$ cat src/sv/phbsc_pkg.sv
// Package for the host bridge configuration space: request kinds, back-end
// states, register offsets, write masks and the reset image of the store.
// No dependencies.
`timescale 1ns / 1ps

package phbsc_pkg;

  localparam logic [7:0] ID_HI           = 8'h03;
  localparam logic [7:0] CMD_LO_REG      = 8'h04;
  localparam logic [7:0] CMD_HI_REG      = 8'h05;
  localparam logic [7:0] STATUS_LO_REG   = 8'h06;
  localparam logic [7:0] STATUS_HI_REG   = 8'h07;
  localparam logic [7:0] HDR_LO          = 8'h08;
  localparam logic [7:0] HDR_HI          = 8'h0C;
  localparam logic [7:0] BIST_REG        = 8'h0E;
  localparam logic [7:0] MODE_REG        = 8'h53;
  localparam logic [7:0] SHADOW_REG      = 8'h54;
  localparam logic [7:0] RSV_LO          = 8'h10;
  localparam logic [7:0] RSV_HI          = 8'h4E;
  localparam logic [7:0] CMD_LO_MASK     = 8'h42;
  localparam logic [7:0] CMD_LO_FORCE    = 8'h04;
  localparam logic [7:0] CMD_HI_MASK     = 8'h01;
  localparam logic [7:0] STATUS_LO_FORCE = 8'h00;
  localparam logic [7:0] STATUS_HI_FORCE = 8'h02;
  localparam logic [7:0] SHADOW_KEEP     = 8'hF0;
  localparam logic [7:0] NO_FUNC_DATA    = 8'hFF;
  localparam logic [1:0] FIFO_DEPTH      = 2'd2;

  typedef enum logic [2:0] {
    CMD_NOP,
    CMD_READ,
    CMD_READ_FF,
    CMD_WRITE,
    CMD_WRITE_MODE,
    CMD_WRITE_SHADOW
  } cmd_kind_e;

  typedef enum logic {
    BK_IDLE,
    BK_RDWAIT
  } back_state_e;

  typedef struct packed {
    cmd_kind_e  kind;
    logic [7:0] addr;
    logic [7:0] data;
  } cmd_t;

  function automatic logic [7:0] reset_byte(input logic [7:0] addr);
    logic [7:0] val;
    case (addr)
      8'h00:   val = 8'h39;
      8'h01:   val = 8'h10;
      8'h02:   val = 8'h06;
      8'h03:   val = 8'h04;
      8'h04:   val = 8'h07;
      8'h06:   val = 8'h80;
      8'h07:   val = 8'h02;
      8'h0B:   val = 8'h06;
      8'h50:   val = 8'hBC;
      8'h51:   val = 8'hFB;
      8'h52:   val = 8'hAD;
      8'h53:   val = 8'hFE;
      default: val = 8'h00;
    endcase
    return val;
  endfunction

endpackage

$ cat src/sv/phbsc_front.sv
// Front end: classifies each incoming access into a request for the back end,
// applying the function check, dropped offsets and write masks.
// Depends on phbsc_pkg.
`timescale 1ns / 1ps

module phbsc_front (
  input  logic            req_type_i,
  input  logic [2:0]      func_number_i,
  input  logic [7:0]      reg_addr_i,
  input  logic [7:0]      write_data_i,
  output phbsc_pkg::cmd_t cmd_o
);

  logic is_write;
  logic func_zero;
  logic in_rsv;
  logic in_ident;

  assign is_write  = req_type_i;
  assign func_zero = (func_number_i == 3'd0);
  assign in_rsv    = (reg_addr_i >= phbsc_pkg::RSV_LO) && (reg_addr_i <= phbsc_pkg::RSV_HI);
  assign in_ident  = (reg_addr_i <= phbsc_pkg::ID_HI) ||
                     ((reg_addr_i >= phbsc_pkg::HDR_LO) && (reg_addr_i <= phbsc_pkg::HDR_HI)) ||
                     (reg_addr_i == phbsc_pkg::BIST_REG);

  always_comb begin
    cmd_o.addr = reg_addr_i;
    cmd_o.data = write_data_i;
    cmd_o.kind = phbsc_pkg::CMD_NOP;
    if (!is_write) begin
      cmd_o.kind = func_zero ? phbsc_pkg::CMD_READ : phbsc_pkg::CMD_READ_FF;
    end else if (func_zero && !in_rsv && !in_ident) begin
      case (reg_addr_i)
        phbsc_pkg::CMD_LO_REG: begin
          cmd_o.kind = phbsc_pkg::CMD_WRITE;
          cmd_o.data = (write_data_i & phbsc_pkg::CMD_LO_MASK) | phbsc_pkg::CMD_LO_FORCE;
        end
        phbsc_pkg::CMD_HI_REG: begin
          cmd_o.kind = phbsc_pkg::CMD_WRITE;
          cmd_o.data = write_data_i & phbsc_pkg::CMD_HI_MASK;
        end
        phbsc_pkg::STATUS_LO_REG: begin
          cmd_o.kind = phbsc_pkg::CMD_WRITE;
          cmd_o.data = phbsc_pkg::STATUS_LO_FORCE;
        end
        phbsc_pkg::STATUS_HI_REG: begin
          cmd_o.kind = phbsc_pkg::CMD_WRITE;
          cmd_o.data = phbsc_pkg::STATUS_HI_FORCE;
        end
        phbsc_pkg::MODE_REG: begin
          cmd_o.kind = phbsc_pkg::CMD_WRITE_MODE;
        end
        phbsc_pkg::SHADOW_REG: begin
          cmd_o.kind = phbsc_pkg::CMD_WRITE_SHADOW;
        end
        default: begin
          cmd_o.kind = phbsc_pkg::CMD_WRITE;
        end
      endcase
    end
  end

endmodule

$ cat src/sv/phbsc_cmd_fifo.sv
// Two-entry request queue between the front and back ends.
// Depends on phbsc_pkg.
`timescale 1ns / 1ps

module phbsc_cmd_fifo (
  input  logic            clk_i,
  input  logic            rst_ni,
  input  logic            push_i,
  input  phbsc_pkg::cmd_t cmd_i,
  output logic            full_o,
  input  logic            pop_i,
  output logic            valid_o,
  output phbsc_pkg::cmd_t cmd_o
);

  phbsc_pkg::cmd_t slot_q [phbsc_pkg::FIFO_DEPTH];
  logic            wptr_q, wptr_d;
  logic            rptr_q, rptr_d;
  logic [1:0]      cnt_q, cnt_d;
  logic            do_push;
  logic            do_pop;

  assign full_o  = (cnt_q == phbsc_pkg::FIFO_DEPTH);
  assign valid_o = (cnt_q != 2'd0);
  assign cmd_o   = slot_q[rptr_q];
  assign do_push = push_i && !full_o;
  assign do_pop  = pop_i && valid_o;

  always_comb begin
    wptr_d = do_push ? ~wptr_q : wptr_q;
    rptr_d = do_pop ? ~rptr_q : rptr_q;
    cnt_d  = cnt_q;
    if (do_push && !do_pop) begin
      cnt_d = cnt_q + 2'd1;
    end else if (do_pop && !do_push) begin
      cnt_d = cnt_q - 2'd1;
    end
  end

  always_ff @(posedge clk_i or negedge rst_ni) begin
    if (!rst_ni) begin
      wptr_q <= 1'b0;
      rptr_q <= 1'b0;
      cnt_q  <= 2'd0;
    end else begin
      wptr_q <= wptr_d;
      rptr_q <= rptr_d;
      cnt_q  <= cnt_d;
    end
  end

  always_ff @(posedge clk_i) begin
    if (do_push) begin
      slot_q[wptr_q] <= cmd_i;
    end
  end

endmodule

$ cat src/sv/phbsc_back.sv
// Back end: executes requests against the 256-byte register store, keeps the
// shadow mapping and holds the result register.
// Depends on phbsc_pkg.
`timescale 1ns / 1ps

module phbsc_back (
  input  logic            clk_i,
  input  logic            rst_ni,
  input  logic            cmd_valid_i,
  input  phbsc_pkg::cmd_t cmd_i,
  output logic            cmd_pop_o,
  input  logic            pop_i,
  output logic            empty_o,
  output logic [7:0]      read_data_o,
  output logic [3:0]      shadow_read_internal_o,
  output logic [3:0]      shadow_write_internal_o,
  output logic            remapped_o
);

  phbsc_pkg::back_state_e st_q, st_d;

  logic [7:0]   mem_q [256];
  logic [255:0] vld_q;
  logic         vld_rd_q;
  logic [7:0]   mem_rd_q;
  logic [7:0]   rd_addr_q;

  logic [7:0]   mode_q;
  logic [7:0]   shadow_q;
  logic [3:0]   map_rd_q, map_rd_d;
  logic [3:0]   map_wr_q, map_wr_d;

  logic         out_valid_q;
  logic [7:0]   out_data_q;
  logic [3:0]   out_rd_q;
  logic [3:0]   out_wr_q;
  logic         out_remap_q;

  logic         out_free;
  logic         mem_re;
  logic         mem_we;
  logic         out_load;
  logic [7:0]   res_data;
  logic         res_remap;

  assign out_free = !out_valid_q || pop_i;

  always_comb begin
    st_d = st_q;
    case (st_q)
      phbsc_pkg::BK_IDLE: begin
        if (cmd_valid_i && out_free && (cmd_i.kind == phbsc_pkg::CMD_READ)) begin
          st_d = phbsc_pkg::BK_RDWAIT;
        end
      end
      phbsc_pkg::BK_RDWAIT: begin
        st_d = phbsc_pkg::BK_IDLE;
      end
      default: begin
        st_d = phbsc_pkg::BK_IDLE;
      end
    endcase
  end

  always_comb begin
    cmd_pop_o = 1'b0;
    mem_re    = 1'b0;
    mem_we    = 1'b0;
    out_load  = 1'b0;
    res_data  = 8'h00;
    res_remap = 1'b0;
    map_rd_d  = map_rd_q;
    map_wr_d  = map_wr_q;
    case (st_q)
      phbsc_pkg::BK_IDLE: begin
        if (cmd_valid_i && out_free) begin
          cmd_pop_o = 1'b1;
          case (cmd_i.kind)
            phbsc_pkg::CMD_READ: begin
              mem_re = 1'b1;
            end
            phbsc_pkg::CMD_READ_FF: begin
              out_load = 1'b1;
              res_data = phbsc_pkg::NO_FUNC_DATA;
            end
            phbsc_pkg::CMD_WRITE, phbsc_pkg::CMD_WRITE_MODE: begin
              out_load = 1'b1;
              mem_we   = 1'b1;
            end
            phbsc_pkg::CMD_WRITE_SHADOW: begin
              out_load  = 1'b1;
              mem_we    = 1'b1;
              res_remap = ((shadow_q & cmd_i.data) != phbsc_pkg::SHADOW_KEEP);
              if (res_remap) begin
                map_rd_d = mode_q[6] ? cmd_i.data[7:4] : 4'h0;
                map_wr_d = mode_q[5] ? 4'h0 : cmd_i.data[7:4];
              end
            end
            default: begin
              out_load = 1'b1;
            end
          endcase
        end
      end
      phbsc_pkg::BK_RDWAIT: begin
        out_load = 1'b1;
        res_data = vld_rd_q ? mem_rd_q : phbsc_pkg::reset_byte(rd_addr_q);
      end
      default: begin
      end
    endcase
  end

  always_ff @(posedge clk_i or negedge rst_ni) begin
    if (!rst_ni) begin
      st_q        <= phbsc_pkg::BK_IDLE;
      vld_q       <= '0;
      vld_rd_q    <= 1'b0;
      mode_q      <= phbsc_pkg::reset_byte(phbsc_pkg::MODE_REG);
      shadow_q    <= phbsc_pkg::reset_byte(phbsc_pkg::SHADOW_REG);
      map_rd_q    <= 4'h0;
      map_wr_q    <= 4'h0;
      out_valid_q <= 1'b0;
    end else begin
      st_q     <= st_d;
      map_rd_q <= map_rd_d;
      map_wr_q <= map_wr_d;
      if (mem_we) begin
        vld_q[cmd_i.addr] <= 1'b1;
      end
      if (mem_re) begin
        vld_rd_q <= vld_q[cmd_i.addr];
      end
      if (mem_we && (cmd_i.kind == phbsc_pkg::CMD_WRITE_MODE)) begin
        mode_q <= cmd_i.data;
      end
      if (mem_we && (cmd_i.kind == phbsc_pkg::CMD_WRITE_SHADOW)) begin
        shadow_q <= cmd_i.data;
      end
      if (out_load) begin
        out_valid_q <= 1'b1;
      end else if (pop_i) begin
        out_valid_q <= 1'b0;
      end
    end
  end

  always_ff @(posedge clk_i) begin
    if (mem_we) begin
      mem_q[cmd_i.addr] <= cmd_i.data;
    end
    if (mem_re) begin
      mem_rd_q  <= mem_q[cmd_i.addr];
      rd_addr_q <= cmd_i.addr;
    end
  end

  always_ff @(posedge clk_i) begin
    if (out_load) begin
      out_data_q  <= res_data;
      out_rd_q    <= map_rd_d;
      out_wr_q    <= map_wr_d;
      out_remap_q <= res_remap;
    end
  end

  assign empty_o                 = !out_valid_q;
  assign read_data_o             = out_data_q;
  assign shadow_read_internal_o  = out_rd_q;
  assign shadow_write_internal_o = out_wr_q;
  assign remapped_o              = out_remap_q;

  a_rdwait_out_free: assert property (@(posedge clk_i) disable iff (!rst_ni)
    (st_q == phbsc_pkg::BK_RDWAIT) |-> !out_valid_q)
    else $error("result register occupied while a read is in flight");

  a_rdwait_one_cycle: assert property (@(posedge clk_i) disable iff (!rst_ni)
    (st_q == phbsc_pkg::BK_RDWAIT) |=> (out_valid_q && (st_q == phbsc_pkg::BK_IDLE)))
    else $error("read did not complete in one cycle");

  a_pop_has_cmd: assert property (@(posedge clk_i) disable iff (!rst_ni)
    cmd_pop_o |-> (cmd_valid_i && (st_q == phbsc_pkg::BK_IDLE)))
    else $error("request taken from an empty queue or while busy");

  a_remap_map_held: assert property (@(posedge clk_i) disable iff (!rst_ni)
    !res_remap |=> ($stable(map_rd_q) && $stable(map_wr_q)))
    else $error("shadow mapping changed without a remap");

endmodule

$ cat src/sv/pci_host_bridge_shadow_config.sv
// Top level of the host bridge configuration space: front classifier,
// request queue and back end with the register store.
// Depends on phbsc_pkg, phbsc_front, phbsc_cmd_fifo and phbsc_back.
//
//   channel   handshake         payload
//   request   push / full       req_type_i, func_number_i, reg_addr_i, write_data_i
//   result    empty / pop       read_data_o, shadow_read_internal_o,
//                               shadow_write_internal_o, remapped_o
//
// A request enters the two-entry queue at the edge it is taken; the back end
// executes it from the next cycle on. Writes and nonzero-function reads finish in the
// idle state; function-0 reads also pass BK_RDWAIT (registered store read port).
// Reset clears the per-byte valid bits at once; unwritten bytes read their
// reset image, so no clearing pass is needed. A held result stalls the back
// end only; the queue keeps taking requests until both entries are full.
`timescale 1ns / 1ps

module pci_host_bridge_shadow_config (
  input  logic       clk_i,
  input  logic       rst_ni,
  input  logic       push,
  output logic       full,
  input  logic       req_type_i,
  input  logic [2:0] func_number_i,
  input  logic [7:0] reg_addr_i,
  input  logic [7:0] write_data_i,
  output logic       empty,
  input  logic       pop,
  output logic [7:0] read_data_o,
  output logic [3:0] shadow_read_internal_o,
  output logic [3:0] shadow_write_internal_o,
  output logic       remapped_o
);

  phbsc_pkg::cmd_t front_cmd;
  phbsc_pkg::cmd_t back_cmd;
  logic            back_valid;
  logic            back_pop;

  phbsc_front u_front (
    .req_type_i    (req_type_i),
    .func_number_i (func_number_i),
    .reg_addr_i    (reg_addr_i),
    .write_data_i  (write_data_i),
    .cmd_o         (front_cmd)
  );

  phbsc_cmd_fifo u_fifo (
    .clk_i   (clk_i),
    .rst_ni  (rst_ni),
    .push_i  (push),
    .cmd_i   (front_cmd),
    .full_o  (full),
    .pop_i   (back_pop),
    .valid_o (back_valid),
    .cmd_o   (back_cmd)
  );

  phbsc_back u_back (
    .clk_i                   (clk_i),
    .rst_ni                  (rst_ni),
    .cmd_valid_i             (back_valid),
    .cmd_i                   (back_cmd),
    .cmd_pop_o               (back_pop),
    .pop_i                   (pop),
    .empty_o                 (empty),
    .read_data_o             (read_data_o),
    .shadow_read_internal_o  (shadow_read_internal_o),
    .shadow_write_internal_o (shadow_write_internal_o),
    .remapped_o              (remapped_o)
  );

endmodule

$ cat config.mk
export PLATFORM = sky130hd
export DESIGN_NAME = pci_host_bridge_shadow_config
export DESIGN_NICKNAME = d
export VERILOG_FILES = /design/src/sv/phbsc_pkg.sv /design/src/sv/phbsc_front.sv /design/src/sv/phbsc_cmd_fifo.sv /design/src/sv/phbsc_back.sv /design/src/sv/pci_host_bridge_shadow_config.sv
export SDC_FILE = /design/constraint.sdc
export NUM_CORES = 2
export LEC_CHECK = 0
export ABC_AREA = 1
export BUFFER_PORTS_ARGS = -buffer_cell sky130_fd_sc_hd__buf_2
export CAP_MARGIN = 40
export CORE_AREA = 10 10 496 498
export DETAILED_ROUTE_END_ITERATION = 16
export DIE_AREA = 0 0 506 508
export PLACE_DENSITY = 0.66
export SLEW_MARGIN = 20
export SYNTH_ARGS = -nofsm -noshare
export SYNTH_HDL_FRONTEND = slang
export SYNTH_SLANG_ARGS = --single-unit
$ cat constraint.sdc
create_clock -name clk_i -period 9.64 [get_ports clk_i]
set_input_delay 1.446 -clock clk_i [delete_from_list [all_inputs] [get_ports clk_i]]
set_output_delay 1.446 -clock clk_i [all_outputs]
set_load 0.05 [all_outputs]
## Word-level counts from Yosys, hierarchy flattened

Memory sizes are Yosys's and may differ from the RTL's. A register that Yosys moved wholly into a read port is not among the register bits.
Index checks and enable logic that the tools add are counted.

| word-level totals | value |
|---|---|
| register bits after elaboration | 311 |
| RAM bits | 2086 |
| bits of input ports | 24 |
| memories kept | 2 |

Memory list:

| name | words | bits a word | rd ports | clocked after memory_dff | wr ports | RTL line | RTL |
|---|---|---|---|---|---|---|---|
| u_back.mem_q | 256 | 8 | 1 | 1 | 1 | phbsc_back.sv:22 | `logic [7:0] mem_q [256];` |
| u_fifo.slot_q | 2 | 19 | 1 | 0 | 1 | phbsc_cmd_fifo.sv:16 | `phbsc_pkg::cmd_t slot_q [phbsc_pkg::FIFO_DEPTH];` |

| cells by class | value |
|---|---|
| add/sub/neg operators | 2 |
| magnitude comparators | 7 |
| eq/ne operators | 25 |
| mux-type cells | 47 |
| bitwise logic cells | 7 |
| reduce and logical (&&, ||, !) cells | 30 |

Operator list:

| kind | number |
|---|---|
| $or 256x256->256 | 1 |
| $pmux 8 s11 | 1 |
| $eq 8x3->1 const B | 7 |
| $eq 8x7->1 const B | 6 |
| $mux 4 | 10 |
| $mux 8 | 5 |
| $pmux 8 s4 | 1 |
| $mux 1 | 19 |
| $eq 8x2->1 const B | 2 |
| $eq 8x4->1 const B | 2 |
| $pmux 8 s2 | 1 |
| $logic_and 1x1->1 | 13 |
| $lt 8x9->1 const B | 1 |
| $and 8x8->8 | 1 |
| $bmux 1 s8 | 1 |
| $demux 1 s8 | 1 |
| $eq 8x1->1 const B | 1 |
| $ge 8x1->1 const B | 1 |
| $ge 8x4->1 const B | 1 |
| $ge 8x5->1 const B | 1 |
| $le 8x2->1 const B | 1 |
| $le 8x4->1 const B | 1 |
| $le 8x7->1 const B | 1 |
| $logic_not 8->1 | 1 |
| 18 further kinds | 38 |

## Logic depth before layout (Yosys ltp)

| depth | value |
|---|---|
| word-level depth | 9 |
| depth in mapped cells | 20 |
| depth with buffers taken out | 17 |

## Cells and area by module

Synthesis repeated with hierarchy kept, for this count alone.

| unflattened totals | value |
|---|---|
| cell total of the unflattened synthesis | 6880 |
| area, all modules | 93021.7 sq um |

By module, submodules not included:

| module | instances | cells each | area each (sq um) | sequential area each (sq um) |
|---|---|---|---|---|
| phbsc_back | 1 | 6677 | 91036.1 | 69424.1 |
| phbsc_cmd_fifo | 1 | 131 | 1617.8 | 1241.2 |
| phbsc_front | 1 | 72 | 367.9 | 0.0 |

## Worst setup path before layout

Ideal clock, no wire load.

| path | value |
|---|---|
| path kind | flip-flop to flip-flop |
| from | reg u_fifo.rptr_q |
| to | reg u_back.out_rd_q[0] (netlist: u_back.shadow_read_internal_o[0]), data pin |
| library setup time | 0.282 ns |
| data arrival time | 5.027 ns |
| required time | 9.358 ns |
| setup slack | 4.332 ns |
| stages on the path, launching flop included | 11 |
| buffers on the path | 2 |
| path through | dfrtp_1 -> buf_4 -> inv_4 -> buf_6 -> nand2_1 -> nand2_1 -> nand4_1 -> nor3_2 -> nor2_1 -> nand3_1 -> nand2_1 |

RTL lines:

| item | RTL line | RTL |
|---|---|---|
| start: declaration | phbsc_cmd_fifo.sv:18 | `logic rptr_q, rptr_d;` |
| start signal: assignment | phbsc_cmd_fifo.sv:47 | `rptr_q <= rptr_d;` |
| end signal: assignment | phbsc_back.sv:161 | `out_rd_q <= map_rd_d;` |
| end: declaration | phbsc_back.sv:35 | `logic [3:0] out_rd_q;` |

## Worst setup path in the final report

| path | value |
|---|---|
| from | reg u_fifo.rptr_q |
| to | reg u_back.mem_rd_q[6], read port of u_back.mem_q, data pin |

| on the way | value |
|---|---|
| longest elaborated chain between the ends | 5 |

RTL lines:

| item | RTL line | RTL |
|---|---|---|
| $mem_v2 2x19 * | -- |  |
| $eq 3x1->1 | phbsc_back.sv:78 | `case (cmd_i.kind)` |
| $mux 1 | phbsc_back.sv:78 |  |
| $mux 1 | phbsc_back.sv:76 | `if (cmd_valid_i && out_free) begin` |
| $mux 1 | phbsc_back.sv:74 | `case (st_q)` |
| end: declaration | phbsc_back.sv:25 | `logic [7:0] mem_rd_q;` |

Mark *: on every way between the ends. The rest lies on a longest branch, timed or not.
A chain may end at the register's enable or synchronous reset.

==> results.py <==
metrics = {
    "sta": {
        "final-hold-violation-count": 0,
        "finClkSkew_ns": 0.0306,
        "clock.fmax_ghz": 0.181,
        "rsz0062_at_grt": "false",
        "finalCriticalPeriod_ns": 5.53,
        "final-setup-viol-count": 0,
        "tightest_slew_ns": 0.974,
        "slew_violations": 0,
        "setup_tns_ns": 0,
        "period_share_pct": 57.4,
        "maxSlewHeadroom_pct": 35.1,
    },
    "clocking": {
        "clkLatencyLatePin_ns": 0.88,
        "cts_tree": "built",
        "cts_root_buf": "clkbuf_16",
        "holdBufCountCts": 0,
        "post_cts_resized": 0,
        "clkSinkCount": 2400,
        "htreeDepth": 4,
        "cts_buffers": 232,
        "clock_path_buffers": 3,
        "clkTransAtPathRegs_ns": 0.06,
        "post_cts_buffers": 0,
    },
    "global_routing": {
        "antenna_found_initial": 12,
        "grtUsageTotal_pct": 19.5,
        "grt_pass1_wl_mm": 383,
        "grt_max_degree": 181,
        "grt.overflow.total": 0,
        "grt_pass1_vias": 58205,
    },
    "floorplanning": {
        "initial_core_util_pct": 39.7,
        "num_io_pins": 43,
        "die-height_um": 508,
        "chipWidth_um": 506,
        "die_area_um2": 257000,
        "core-area_um2": 237000,
        "row_count": 179,
    },
    "route": {
        "wl_per_cell_um": 23.5,
        "wl_mm": 260,
        "drt-pass1-iter-count": 6,
        "remaining_drc_errors": 0,
        "detail-route-antenna-nets": 0,
        "drt-initial-drc-count": 7297,
        "via_per_inst": 5.46,
        "vias": 60489,
    },
    "placement": {
        "place_hpwl_mm": 149,
        "portBuffers": 42,
        "place.gp.congestion": 0.877,
    },
    "worst_setup_path": {
        "worstPathArrival_ns": 6.15,
        "cp-start-kind": "flip-flop",
        "cp.required_ns": 10.26,
        "crit_path_max_fanout": 141,
        "end_kind": "flip-flop",
        "crit_type": "flip-flop to flip-flop",
    },
    "power": {
        "p_sw_uw": 13100,
        "clockPowerShare_pct": 27.1,
        "p_comb_share_pct": 33.7,
        "power_density_nw_per_um2": 322,
        "netSwitchingFraction_pct": 38.1,
        "p_int_uw": 21200,
        "p_leak_uw": 0.0392,
        "seqPwrFrac_pct": 39.2,
        "vdd_drop_max_mv": 0.286,
        "power_uw": 34300,
    },
    "logic_synthesis": {
        "async_flop_share_pct": 11.7,
        "avgSynthCellArea_um2": 12.4,
        "synth.ff_latch_count": 2400,
        "synth-edff-count": 2119,
        "ys_seq_area_share_pct": 75.2,
        "ys_top_cells_by_area": "edfxtp_1 68%, nand2_1 12%, dfrtp_1 7.4%",
        "yosys_warnings": 0,
        "synth_top_area_share_pct": 67.7,
        "netlist_instances": 7598,
        "synth_cell_type_count": 44,
        "syn-num-nets": 7623,
        "yosysTopAreaCell": "edfxtp_1",
        "syn_area_um2": 94000,
        "synth-main-ff-cell": "edfxtp_1",
    },
    "finish": {
        "drive_gt1_share_pct": 10.1,
        "area_growth_pct": 13.5,
        "nets": 7718,
    },
    "hold_path": {
        "min_path_type": "flip-flop to flip-flop",
    },
    "outcome": {
        "status": "complete, no violations",
    },
    "run": {
        "cap_violations": 0,
    },
}
-- per-stage QoR --
stage          std cells  setup slack, ns  instance area [um^2]  hold WS, ns  utilization (%)
2_1_floorplan       7598             4.33                 94000        0.424                -
4_1_cts            10986             4.19                106000        0.456             44.7
3_5_place_dp       10541             4.19                 97900        0.442             41.4
6_report           11073             4.11                107000        0.456             45.1
5_1_grt            11071             4.04                107000        0.474             45.1
3_3_place_gp       10501             4.21                 97400        0.437             41.2
-- cell type report --
| cell class | instances | area (um^2) |
|---|---|---|
| inverters | 136 | 536 |
| clock buffers | 323 | 6540 |
| diodes | 2 | 5.00 |
| repair buffers | 255 | 2350 |
| well taps | 3167 | 3960 |
| flip-flops and latches | 2400 | 70700 |
| multi-input cells | 4668 | 21200 |
| fillers | 20847 | 130000 |
| clock inverters | 122 | 1370 |
-- worst max-delay path: stages, from the launching register on --
cell     delay [ns]
dfrtp_1        0.64
nand2_2        0.61
nand2_8        0.67
nor2_4         0.28
buf_12         0.28
buf_12         0.41
a22oi_1        0.32
nand2_1        0.08
nand2_1        0.11
nand2_1        0.07
o21ai_1        0.44
nand2_1        0.36
nor2_1         0.17
nand2_1        0.06
nor2_1         0.11
nand2_1        0.06
-- Yosys cell counts, drive strengths merged (52+ instances only) --
cell    count
a22oi     394
buf       237
clkbuf    157
dfrtp     279
edfxtp   2119
inv       135
nand2    2901
nand3      52
nand4     360
nor2      526
o21ai     175
or2       216
-- cell families after synthesis --
kind of cell,count (synthesis),share of synthesized area (%)
AOI/OAI and AO/OA,597,4.30
xor gates and xnor gates,3,0.0280
buffers and inverters,530,2.44
adders and majority gates,1,0.0133
DFF,2400,75.2
muxes,1,0.0106
and+or+nand+nor,4066,18.0
-- routing by layer --
metal  GRT usage, %  wire [um]  vias up
met1           26.0     102000    30031
met3           4.00      24400      570
met4           7.79      11300       16
met2           31.5     122000     3112
met5              0         97        -
li1               -          -    26760
-- flip-flops by register name, summed over array words and instances (netlist names), 2 cells and up --
name,flops
u_fifo.slot_q,38
u_back.map_wr_q,4
u_fifo.cnt_q,2
u_back.mem_q,2048
u_back.read_data_o,8
u_back.mem_rd_q,8
u_back.mode_q,2
u_back.shadow_read_internal_o,4
u_back.vld_q,256
u_back.map_rd_q,4
u_back.rd_addr_q,8
u_back.shadow_write_internal_o,4
u_back.shadow_q,8
-- power by group through the flow --
stage          clock network (uW)  registers (uW)  logic [uW]
5_1_grt                      9810           13500       12300
2_1_floorplan                   0           14100        6350
4_1_cts                      9380           13400       11300
6_report                     9310           13400       11600
3_5_place_dp                    0           13700       11300
3_3_place_gp                    0           13700       11000
-- placed cells by master, fill, tap and decap left out, types with 24 or more instances in the layout --
cell	count
a22oi_1	394
buf_12	24
buf_2	45
buf_4	171
bufinv_16	24
clkbuf_1	56
clkbuf_16	236
clkbuf_8	31
clkinv_1	25
clkinv_2	46
dfrtp_1	279
edfxtp_1	2119
inv_1	119
nand2_1	2866
nand3_1	52
nand4_1	360
nor2_1	490
o21ai_0	126
o21ai_1	43
or2_1	138
or2_2	78
-- final timing paths --
check / startpoint / endpoint / slack, ns / cells after the start
max in group asynchronous: rst_ni / u_back.vld_q[92] / 7.20 / 4
min in group asynchronous: rst_ni / u_back.map_rd_q[2] / 0.54 / 1
setup / recovery: u_fifo.rptr_q / u_back.mem_rd_q[6] / 4.11 / 15
hold / removal: u_back.vld_q[82] / u_back.vld_q[82] / 0.46 / 2
setup reg to reg: u_fifo.rptr_q / u_back.mem_rd_q[6] / 4.11 / 15
hold reg to reg: u_back.vld_q[82] / u_back.vld_q[82] / 0.46 / 2
(Power assumes the default switching activity.)
